`src/sv/qgce_pkg.sv`:
```
package qgce_pkg;

  // One packed pixel: [2] red, [1] green, [0] blue
  typedef logic [2:0][7:0] rgb_t;

  // Four sub-pixels in mask order: [0] TL, [1] TR, [2] BL, [3] BR
  typedef rgb_t [3:0] cell_t;

  // Averaged cell with its per-sub-pixel luma
  typedef struct packed {
    cell_t           sub;
    logic [3:0][7:0] luma;
  } lcell_t;

  localparam int unsigned NUM_PIX = 8;
  localparam int unsigned NUM_SUB = 4;
  localparam int unsigned NUM_CH  = 3;

  localparam logic [17:0] LUMA_R = 18'd299;
  localparam logic [17:0] LUMA_G = 18'd587;
  localparam logic [17:0] LUMA_B = 18'd114;

  // floor(w / 1000) == (w * RECIP_1000) >> RECIP_SHIFT for every w up to 255000
  localparam logic [18:0] RECIP_1000  = 19'd268436;
  localparam int unsigned RECIP_SHIFT = 28;

  // floor(s / 3) == (s * RECIP_3) >> 11 for every s up to 1020
  localparam logic [19:0] RECIP_3 = 20'd683;

  localparam logic [13:0] GLYPH_TABLE [16] = '{
    14'h0020, 14'h2598, 14'h259D, 14'h2580,
    14'h2596, 14'h258C, 14'h259E, 14'h259B,
    14'h2597, 14'h259A, 14'h2590, 14'h259C,
    14'h2584, 14'h2599, 14'h259F, 14'h2588
  };

  // Floor average of two pixels, channel by channel
  function automatic rgb_t pair_avg(input rgb_t a, input rgb_t b);
    rgb_t res;
    logic [8:0] s;
    for (int c = 0; c < NUM_CH; c++) begin
      s = {1'b0, a[c]} + {1'b0, b[c]};
      res[c] = s[8:1];
    end
    return res;
  endfunction

  // Weighted luma sum before the divide by 1000
  function automatic logic [17:0] luma_weight(input rgb_t p);
    return LUMA_R * 18'(p[2]) + LUMA_G * 18'(p[1]) + LUMA_B * 18'(p[0]);
  endfunction

  // Floor mean of a channel sum over a count of one to four; zero for none
  function automatic logic [7:0] div_count(input logic [9:0] s, input logic [2:0] n);
    logic [19:0] prod;
    logic [7:0]  res;
    prod = 20'(s) * RECIP_3;
    case (n)
      3'd1:    res = s[7:0];
      3'd2:    res = s[8:1];
      3'd3:    res = prod[18:11];
      3'd4:    res = s[9:2];
      default: res = 8'd0;
    endcase
    return res;
  endfunction

endpackage

```
`src/sv/qgce_front.sv`:
```
module qgce_front
  import qgce_pkg::*;
(
  input  logic                  clk,
  input  logic                  rst_n,
  input  logic                  in_valid,
  output logic                  in_ready,
  input  rgb_t [NUM_PIX-1:0]    in_pix,
  output logic                  out_valid,
  input  logic                  out_ready,
  output lcell_t                out_cell
);

  logic [2:0]        v_r;
  logic [2:0]        rdy;
  cell_t             s1_sub_r, s1_sub_nxt;
  cell_t             s2_sub_r;
  logic [3:0][17:0]  s2_w_r, s2_w_nxt;
  lcell_t            s3_cell_r, s3_cell_nxt;

  // Stage advances when empty or when the next one takes its word
  assign rdy[2]   = !v_r[2] || out_ready;
  assign rdy[1]   = !v_r[1] || rdy[2];
  assign rdy[0]   = !v_r[0] || rdy[1];
  assign in_ready = rdy[0];

  // Pair rows: TL from left 0/1, TR right 0/1, BL left 2/3, BR right 2/3
  always_comb begin
    s1_sub_nxt[0] = pair_avg(in_pix[0], in_pix[1]);
    s1_sub_nxt[1] = pair_avg(in_pix[4], in_pix[5]);
    s1_sub_nxt[2] = pair_avg(in_pix[2], in_pix[3]);
    s1_sub_nxt[3] = pair_avg(in_pix[6], in_pix[7]);
  end

  // Weighted channel sums
  always_comb begin
    for (int i = 0; i < NUM_SUB; i++) begin
      s2_w_nxt[i] = luma_weight(s1_sub_r[i]);
    end
  end

  // Divide by 1000 through a reciprocal multiply
  always_comb begin
    logic [36:0] prod;
    s3_cell_nxt.sub = s2_sub_r;
    for (int i = 0; i < NUM_SUB; i++) begin
      prod = 37'(s2_w_r[i]) * 37'(RECIP_1000);
      s3_cell_nxt.luma[i] = prod[RECIP_SHIFT +: 8];
    end
  end

  // Hold valid bits
  always_ff @(posedge clk) begin
    if (!rst_n) begin
      v_r <= '0;
    end else begin
      if (rdy[0]) v_r[0] <= in_valid;
      if (rdy[1]) v_r[1] <= v_r[0];
      if (rdy[2]) v_r[2] <= v_r[1];
    end
  end

  // Advance payload with its valid bit
  always_ff @(posedge clk) begin
    if (rdy[0] && in_valid) s1_sub_r <= s1_sub_nxt;
    if (rdy[1] && v_r[0]) begin
      s2_sub_r <= s1_sub_r;
      s2_w_r   <= s2_w_nxt;
    end
    if (rdy[2] && v_r[1]) s3_cell_r <= s3_cell_nxt;
  end

  assign out_valid = v_r[2];
  assign out_cell  = s3_cell_r;

endmodule

```
`src/sv/qgce_split.sv`:
```
module qgce_split
  import qgce_pkg::*;
(
  input  logic        clk,
  input  logic        rst_n,
  input  logic        in_valid,
  output logic        in_ready,
  input  lcell_t      in_cell,
  output logic        out_valid,
  input  logic        out_ready,
  output logic [3:0]  out_mask,
  output logic [13:0] out_glyph,
  output rgb_t        out_fore,
  output rgb_t        out_back
);

  logic [2:0]       v_r;
  logic [2:0]       rdy;
  logic [3:0]       s4_mask_r, s4_mask_nxt;
  cell_t            s4_sub_r;
  logic [3:0]       s5_mask_r;
  logic [2:0][9:0]  s5_fg_r, s5_fg_nxt;
  logic [2:0][9:0]  s5_bg_r, s5_bg_nxt;
  logic [2:0]       s5_fgn_r, s5_fgn_nxt;
  logic [2:0]       s5_bgn_r, s5_bgn_nxt;
  logic [3:0]       s6_mask_r;
  logic [13:0]      s6_glyph_r;
  rgb_t             s6_fore_r, s6_fore_nxt;
  rgb_t             s6_back_r, s6_back_nxt;

  assign rdy[2]   = !v_r[2] || out_ready;
  assign rdy[1]   = !v_r[1] || rdy[2];
  assign rdy[0]   = !v_r[0] || rdy[1];
  assign in_ready = rdy[0];

  // Threshold each luma against the floor of the mean
  always_comb begin
    logic [9:0] sum;
    logic [7:0] thr;
    sum = 10'(in_cell.luma[0]) + 10'(in_cell.luma[1])
        + 10'(in_cell.luma[2]) + 10'(in_cell.luma[3]);
    thr = sum[9:2];
    for (int i = 0; i < NUM_SUB; i++) begin
      s4_mask_nxt[i] = (in_cell.luma[i] >= thr);
    end
  end

  // Accumulate bright and dark colours and count them
  always_comb begin
    s5_fg_nxt  = '0;
    s5_bg_nxt  = '0;
    s5_fgn_nxt = '0;
    s5_bgn_nxt = '0;
    for (int i = 0; i < NUM_SUB; i++) begin
      if (s4_mask_r[i]) begin
        for (int c = 0; c < NUM_CH; c++) begin
          s5_fg_nxt[c] = s5_fg_nxt[c] + 10'(s4_sub_r[i][c]);
        end
        s5_fgn_nxt = s5_fgn_nxt + 3'd1;
      end else begin
        for (int c = 0; c < NUM_CH; c++) begin
          s5_bg_nxt[c] = s5_bg_nxt[c] + 10'(s4_sub_r[i][c]);
        end
        s5_bgn_nxt = s5_bgn_nxt + 3'd1;
      end
    end
  end

  // Floor means; an empty group reads as black
  always_comb begin
    for (int c = 0; c < NUM_CH; c++) begin
      s6_fore_nxt[c] = div_count(s5_fg_r[c], s5_fgn_r);
      s6_back_nxt[c] = div_count(s5_bg_r[c], s5_bgn_r);
    end
  end

  always_ff @(posedge clk) begin
    if (!rst_n) begin
      v_r <= '0;
    end else begin
      if (rdy[0]) v_r[0] <= in_valid;
      if (rdy[1]) v_r[1] <= v_r[0];
      if (rdy[2]) v_r[2] <= v_r[1];
    end
  end

  always_ff @(posedge clk) begin
    if (rdy[0] && in_valid) begin
      s4_mask_r <= s4_mask_nxt;
      s4_sub_r  <= in_cell.sub;
    end
    if (rdy[1] && v_r[0]) begin
      s5_mask_r <= s4_mask_r;
      s5_fg_r   <= s5_fg_nxt;
      s5_bg_r   <= s5_bg_nxt;
      s5_fgn_r  <= s5_fgn_nxt;
      s5_bgn_r  <= s5_bgn_nxt;
    end
    if (rdy[2] && v_r[1]) begin
      s6_mask_r  <= s5_mask_r;
      s6_glyph_r <= GLYPH_TABLE[s5_mask_r];
      s6_fore_r  <= s6_fore_nxt;
      s6_back_r  <= s6_back_nxt;
    end
  end

  assign out_valid = v_r[2];
  assign out_mask  = s6_mask_r;
  assign out_glyph = s6_glyph_r;
  assign out_fore  = s6_fore_r;
  assign out_back  = s6_back_r;

endmodule

```
`src/sv/quadrant_glyph_cell_encoder_top.sv`:
```
// Quadrant glyph cell encoder: takes one 2x4 cell of packed RGB pixels per word and
// returns the 2x2 bright mask, its quadrant glyph code point and the floor-mean
// foreground and background colours. The pipeline has six register stages (pair
// average, luma weighting, divide by 1000, threshold, colour sums, colour means), and
// one cell is taken every cycle while out_ready stays high. Back-pressure runs stage
// by stage: a stalled result holds its own stage and every full stage behind it,
// and in_ready stays high while any stage is empty.
module quadrant_glyph_cell_encoder_top
  import qgce_pkg::*;
(
  input  logic        clk,
  input  logic        rst_n,
  input  logic        in_valid,
  output logic        in_ready,
  input  logic [23:0] in_pix_left_row0,
  input  logic [23:0] in_pix_left_row1,
  input  logic [23:0] in_pix_left_row2,
  input  logic [23:0] in_pix_left_row3,
  input  logic [23:0] in_pix_right_row0,
  input  logic [23:0] in_pix_right_row1,
  input  logic [23:0] in_pix_right_row2,
  input  logic [23:0] in_pix_right_row3,
  output logic        out_valid,
  input  logic        out_ready,
  output logic [3:0]  out_quad_mask,
  output logic [13:0] out_glyph_code,
  output logic [7:0]  out_fore_red,
  output logic [7:0]  out_fore_green,
  output logic [7:0]  out_fore_blue,
  output logic [7:0]  out_back_red,
  output logic [7:0]  out_back_green,
  output logic [7:0]  out_back_blue
);

  rgb_t [NUM_PIX-1:0] pix;
  logic               mid_valid;
  logic               mid_ready;
  lcell_t             mid_cell;
  rgb_t               fore;
  rgb_t               back;

  // Gather the pixels: left column rows 0 to 3, then right column rows 0 to 3
  assign pix[0] = rgb_t'(in_pix_left_row0);
  assign pix[1] = rgb_t'(in_pix_left_row1);
  assign pix[2] = rgb_t'(in_pix_left_row2);
  assign pix[3] = rgb_t'(in_pix_left_row3);
  assign pix[4] = rgb_t'(in_pix_right_row0);
  assign pix[5] = rgb_t'(in_pix_right_row1);
  assign pix[6] = rgb_t'(in_pix_right_row2);
  assign pix[7] = rgb_t'(in_pix_right_row3);

  qgce_front u_front (
    .clk       (clk),
    .rst_n     (rst_n),
    .in_valid  (in_valid),
    .in_ready  (in_ready),
    .in_pix    (pix),
    .out_valid (mid_valid),
    .out_ready (mid_ready),
    .out_cell  (mid_cell)
  );

  qgce_split u_split (
    .clk       (clk),
    .rst_n     (rst_n),
    .in_valid  (mid_valid),
    .in_ready  (mid_ready),
    .in_cell   (mid_cell),
    .out_valid (out_valid),
    .out_ready (out_ready),
    .out_mask  (out_quad_mask),
    .out_glyph (out_glyph_code),
    .out_fore  (fore),
    .out_back  (back)
  );

  assign out_fore_red   = fore[2];
  assign out_fore_green = fore[1];
  assign out_fore_blue  = fore[0];
  assign out_back_red   = back[2];
  assign out_back_green = back[1];
  assign out_back_blue  = back[0];

endmodule

```
`config.mk`:
```
export PLATFORM = sky130hd
export DESIGN_NAME = quadrant_glyph_cell_encoder_top
export DESIGN_NICKNAME = d
export VERILOG_FILES = /design/src/sv/qgce_pkg.sv /design/src/sv/qgce_front.sv /design/src/sv/qgce_split.sv /design/src/sv/quadrant_glyph_cell_encoder_top.sv
export SDC_FILE = /design/constraint.sdc
export NUM_CORES = 2
export LEC_CHECK = 0
export BUFFER_PORTS_ARGS = -buffer_cell sky130_fd_sc_hd__buf_2
export CAP_MARGIN = 15
export CORE_UTILIZATION = 40
export CTS_CLUSTER_SIZE = 25
export DETAILED_ROUTE_END_ITERATION = 10
export MAX_ROUTING_LAYER = met4
export PLACE_DENSITY = 0.54
export RECOVER_POWER = 50
export SLEW_MARGIN = 10
export SYNTH_ARGS = -nofsm -noshare
export SYNTH_HDL_FRONTEND = slang
export SYNTH_SLANG_ARGS = --single-unit
```
`constraint.sdc`:
```
create_clock -name clk -period 15.8 [get_ports clk]
set_input_delay 0 -clock clk [delete_from_list [all_inputs] [get_ports clk]]
set_output_delay 0 -clock clk [all_outputs]
set_load 0.005 [all_outputs]
```
**After elaboration in Yosys (flattened, before gate mapping)**

Memories as Yosys holds them, arrays and structs flattened. A register that Yosys moved wholly into a read port is not among the register bits.
Cells that the tools add are included.

- Multiplexer cells: 22
- $add $sub $neg: 47
- Reduce and logical (&&, ||, !) cells: 18
- Equality and inequality tests: 8
- Bitwise logic cells: 1
- $lt $le $gt $ge: 4
- $mul: 22

Operators by type and width:

| cell | count |
|---|---|
| $pmux W8 S4 | 6 |
| $add A10 B8 Y10 | 18 |
| $mux W30 | 6 |
| $mul A18 B17 Y34 const B | 4 |
| $add A8 B8 Y9 | 15 |
| $mul A10 B10 Y19 const B | 6 |
| $add A17 B18 Y18 | 4 |
| $add A18 B15 Y18 | 4 |
| $mul A10 B8 Y18 const A | 4 |
| $mul A9 B8 Y17 const A | 4 |
| $mul A6 B8 Y14 const A | 4 |
| $mux W28 | 2 |
| $ge A8 B8 Y1 | 4 |
| $mux W3 | 6 |
| $add A3 B1 Y3 const B | 4 |
| $eq A3 B2 Y1 const B | 4 |
| $eq A3 B1 Y1 const B | 2 |
| $eq A3 B3 Y1 const B | 2 |
| $logic_and A1 B1 Y1 | 6 |
| $logic_not A1 Y1 | 6 |
| $logic_or A1 B1 Y1 | 6 |
| $not A4 Y5 | 1 |
| $add A1 B1 Y2 const B | 2 |
| $mux W1 | 2 |

- Logic and storage cells: 202
- Input bits: 196
- Register bits after elaboration: 620
- Memories: 1
- Output and inout port bits: 68
- Bits in read-only memories: 224

Memories:

| memory | words | width | read ports | clocked after memory_dff | write ports | RTL line | RTL |
|---|---|---|---|---|---|---|---|
| (no name shown) | 16 | 14 | 1 | 1 | 0 | qgce_split.sv:101 | `s6_glyph_r <= GLYPH_TABLE[s5_mask_r];` |

**Logic depth before layout (Yosys ltp)**

- Depth in word-level cells: 8
- Gate-level depth with buffers: 27
- Gate-level depth less buffers: 26

**Hierarchy**

Synthesis repeated with hierarchy kept, for this count alone.

- Cell total of the unflattened synthesis: 6660
- Area, all modules: 71990.3 µm²

By module, submodules not included:

| module | cells each | instances | seq. area each (µm²) | area each (µm²) |
|---|---|---|---|---|
| qgce_front | 3929 | 1 | 11831.3 | 44675.3 |
| qgce_split | 2731 | 1 | 6936.7 | 27314.9 |

**Worst setup path before layout**

OpenSTA, ideal clock, no wires.

- Path type: reg-to-reg
- From: register u_split.v_r[2]
- To: register u_front.s2_sub_r[0] in the netlist's numbering, enable pin
- Buffers on the path: 1
- Period minus slack after synthesis: 14.022 ns
- Arrival: 13.070 ns
- Setup slack: 1.778 ns
- Setup time: 0.952 ns
- Cell stages (with the launch flop): 6
- Data required time: 14.848 ns
- Path through: dfxtp_1 nor2b_1 and2_1 and3_1 clkbuf_1 a21boi_0

- Cells in the longest elaborated chain, start to end: 7

RTL lines:

| element | RTL line | RTL |
|---|---|---|
| start, declared | qgce_split.sv:17 | `logic [2:0] v_r;` |
| start signal, assigned | qgce_split.sv:83 | `if (rdy[2]) v_r[2] <= v_r[1];` |
| $logic_not A1 Y1 | qgce_split.sv:31 | `assign rdy[2] = !v_r[2] \|\| out_ready;` |
| $logic_or A1 B1 Y1 | qgce_split.sv:31 |  |
| $logic_or A1 B1 Y1 | qgce_split.sv:32 | `assign rdy[1] = !v_r[1] \|\| rdy[2];` |
| $logic_or A1 B1 Y1 | qgce_split.sv:33 | `assign rdy[0] = !v_r[0] \|\| rdy[1];` |
| $logic_or A1 B1 Y1 | qgce_front.sv:22 | `assign rdy[2] = !v_r[2] \|\| out_ready;` |
| $logic_or A1 B1 Y1 | qgce_front.sv:23 | `assign rdy[1] = !v_r[1] \|\| rdy[2];` |
| $logic_and A1 B1 Y1 | qgce_front.sv:66 | `if (rdy[1] && v_r[0]) begin` |
| end signal, assigned | qgce_front.sv:67 | `s2_sub_r <= s1_sub_r;` |
| end, declared | qgce_front.sv:17 | `cell_t s2_sub_r;` |

No other way between the ends.
A chain may end at the register's enable or synchronous reset.

==> results.json <==
{
  "post_cts_buffers": 0,
  "root_buffer": "clkbuf_16",
  "min_period_over_period": 0.479,
  "slew_violations": 487,
  "globalRouteMet1Util": 0.248,
  "yosys_warnings": 0,
  "drive_above_1_share": 0.0648,
  "path_cells": "clkbuf_1, inv_1, nand2_1, fa_1, nor2_1, a21oi_1, fa_1, nor2b_1, o21ai_0, a21boi_0, o21ai_0, a21oi_1, nand2b_1, o21ai_0, ha_1, or3_1, o211ai_1, a21oi_1, or4b_1, o211ai_1",
  "maxSlewHeadroom": -1.66,
  "antenna_left": 0,
  "synth_xor_area_frac": 0.0422,
  "synth_ff_type": "edfxtp_1",
  "place_inst": 9161,
  "synthDistinctLibCells": 88,
  "fmax_mhz": 132,
  "fin_tns_setup_ns": 0,
  "die_h_um": 426,
  "nFillCells": 16600,
  "synthAdderAreaFrac": 0.459,
  "placementRows": 155,
  "synth_compound_area_frac": 0.0935,
  "netlist_instances": 6595,
  "worstMarginPinSlew_ns": 3.99,
  "grtUsageTotal": 0.190,
  "fin_nets": 9612,
  "placed_cell_area_mm2": 0.0761,
  "cts_max_level": 3,
  "critPathKind": "reg -> reg",
  "use_met2": 0.314,
  "dp_hpwl_mm": 132,
  "grtUsageMet3": 0.0219,
  "drtIter0Drc": 2124,
  "cp.required_ns": 16.29,
  "initial_core_util": 0.403,
  "instances_no_fill": 9573,
  "cts_tree": "done",
  "rsz0062_at_grt": "false",
  "finalInstanceArea_mm2": 0.0814,
  "grt_antenna_before_repair": 4,
  "hold_violations": 0,
  "die-area_mm2": 0.182,
  "cap_violations": 9,
  "end_kind": "flop",
  "outcome": "finished, violations left",
  "io_buffers": 259,
  "area_growth_pct": 13.1,
  "slowest_delay_ns": 1.62,
  "synth-seq-cells": 627,
  "grt_pass1_wl_mm": 263,
  "top_usage_layer": "met2",
  "grt-ovfl-total": 0,
  "first_pass_iters": 5,
  "clock_latency_ns": 0.69,
  "coreArea_mm2": 0.179,
  "synthMuxAreaShare": 0.0115,
  "gp_congestion": 0.865,
  "clock_skew_ns": 0.0334,
  "wl_per_cell_um": 16.9,
  "cpMaxStageDelayCell": "clkbuf_1",
  "grt_max_degree": 153,
  "fin_crit_ns": 7.57,
  "num_vias": 47300,
  "synth_top_family_by_area": "adder cells",
  "startpoint_type": "flop",
  "syn_area_mm2": 0.0719,
  "setup_violations": 0,
  "cts_buffers": 77,
  "viasPerCell": 4.94,
  "io_pins": 264,
  "cts.sinks": 627,
  "synth_top_cell_by_area": "ha_1",
  "clkTransAtPathRegs_ns": 0.06,
  "synthSimpleGateAreaFrac": 0.0516,
  "post-route-drc-count": 0,
  "wl_mm": 162,
  "avgSynthCellArea_um2": 10.9,
  "synth_top_area_share": 0.282,
  "synth_edf_count": 621,
  "grt_pass1_vias": 49200,
  "violations": "max-capacitance violations, max-slew violations",
  "clockBufferDepth": 3,
  "critPathMaxFanout": 48,
  "die_width_um": 426,
  "reg2regPathDepth": 20,
  "ys_seq_area_frac": 0.261,
  "ys_async_sr_fraction": 0,
  "hold_class": "in -> reg",
  "min_path_cells": 4,
  "synthTopCellsByArea": "ha_1 (28%), edfxtp_1 (26%), fa_1 (18%), inv_1 (7.7%), xnor2_1 (3.3%)",
  "cp_data_arrival_time_ns": 8.06,
  "diodes": 0
}
## final timing paths
path	end	slack (ns)	start
min	u_front.s1_sub_r[48]	0.04	in_pix_left_row3[0]
min reg2reg	u_front.out_cell[70]	0.41	u_front.s2_sub_r[38]
max reg2reg	u_split.s5_bg_r[9]	8.23	u_split.s4_mask_r[0]
max	u_split.s5_bg_r[9]	8.23	u_split.s4_mask_r[0]
## placed cells by master, fill, tap and decap left out, drive strengths merged, types with 21 or more instances in the layout
| cell | Yosys | routed |
|---|---|---|
| o21bai | 68 | 68 |
| xnor2 | 275 | 275 |
| clkbuf | 58 | 150 |
| fa | 637 | 637 |
| o21a | 41 | 41 |
| and2 | 29 | 29 |
| edfxtp | 621 | 621 |
| and3 | 23 | 23 |
| nor2b | 73 | 73 |
| a31oi | 23 | 23 |
| clkinv | 1 | 34 |
| nand3 | 48 | 48 |
| dlygate4sd3 | 0 | 273 |
| inv | 1469 | 1477 |
| nand2 | 159 | 159 |
| a21oi | 287 | 287 |
| a211oi | 21 | 21 |
| mux2 | 60 | 60 |
| nand2b | 32 | 32 |
| buf | 17 | 215 |
| a22oi | 52 | 52 |
| a21boi | 28 | 28 |
| nor2 | 216 | 216 |
| nor3 | 47 | 47 |
| ha | 1621 | 1621 |
| o221ai | 37 | 37 |
| xor2 | 72 | 72 |
| o21ai | 175 | 175 |
| a21o | 124 | 124 |
| o31ai | 29 | 29 |
## state kept, by name, indices dropped and copies added (netlist names), 30 cells and up
| register | count |
|---|---|
| u_split.s5_bg_r | 30 |
| u_split.s4_sub_r | 96 |
| u_split.s5_fg_r | 30 |
| u_front.s2_w_r | 72 |
| u_front.s2_sub_r | 96 |
| u_front.s1_sub_r | 96 |
| u_front.out_cell | 128 |
## critical path, delay by kind of cell, from the launching register on
| kind | cells | cell delay, ns |
|---|---|---|
| buf+inv | 2 | 2.30 |
| compound gates | 9 | 1.61 |
| simple gates | 6 | 1.59 |
| fa+ha+maj | 3 | 1.53 |
| flops | 1 | 0.31 |
## layout make-up
class,instances,area [um2],area share
inverter,1470,5520,0.0678
tap,2355,2950,0.0362
timing repair buffer,556,4120,0.0506
multi-input combinational,4426,47400,0.583
sequential,627,18800,0.231
clock buffer,82,1970,0.0242
clock inverter,57,651,0.00800
## logic make-up (layout without fill, tap and decap cells)
family	count (synthesis)	count (layout)
other	1	4
adders and majority gates	2258	2258
buffers and inverters	1545	2165
DFF	627	627
and+or+nand+nor	742	742
AOI/OAI and AO/OA	1001	1001
muxes	74	74
xor gates and xnor gates	347	347
## cells in the mapped netlist (all sizes together) (28+ instances only)
library cell / number
a21boi: 28
a21o: 124
a21oi: 287
a22oi: 52
and2: 29
clkbuf: 58
edfxtp: 621
fa: 637
ha: 1621
inv: 1469
mux2: 60
nand2: 159
nand2b: 32
nand3: 48
nor2: 216
nor2b: 73
nor3: 47
o21a: 41
o21ai: 175
o21bai: 68
o221ai: 37
o31ai: 29
xnor2: 275
xor2: 72
## routing by layer
metal	wire, um	part of all wire
met5	0	0
met4	3770	0.023
met1	75600	0.47
met3	5050	0.031
met2	77800	0.48
## per-stage QoR
stage | util | hold WS (ns) | setup slack [ns]
floorplan | - | 0.118 | 1.78
global placement | 0.426 | 0.299 | 9.30
detailed placement | 0.426 | 0.297 | 9.25
CTS | 0.456 | 0.00420 | 9.21
global route | 0.456 | 0.0221 | 7.53
finish | 0.456 | 0.0361 | 8.23
## repair_timing
action / CTS / global route
hold buffers: 273 / 0
gates resized for setup: 0 / 0
hold endpoints to repair: 105 / 0
Power is not shown: default switching activity piles up to over one toggle a cycle in this logic, so the estimate is an artifact.
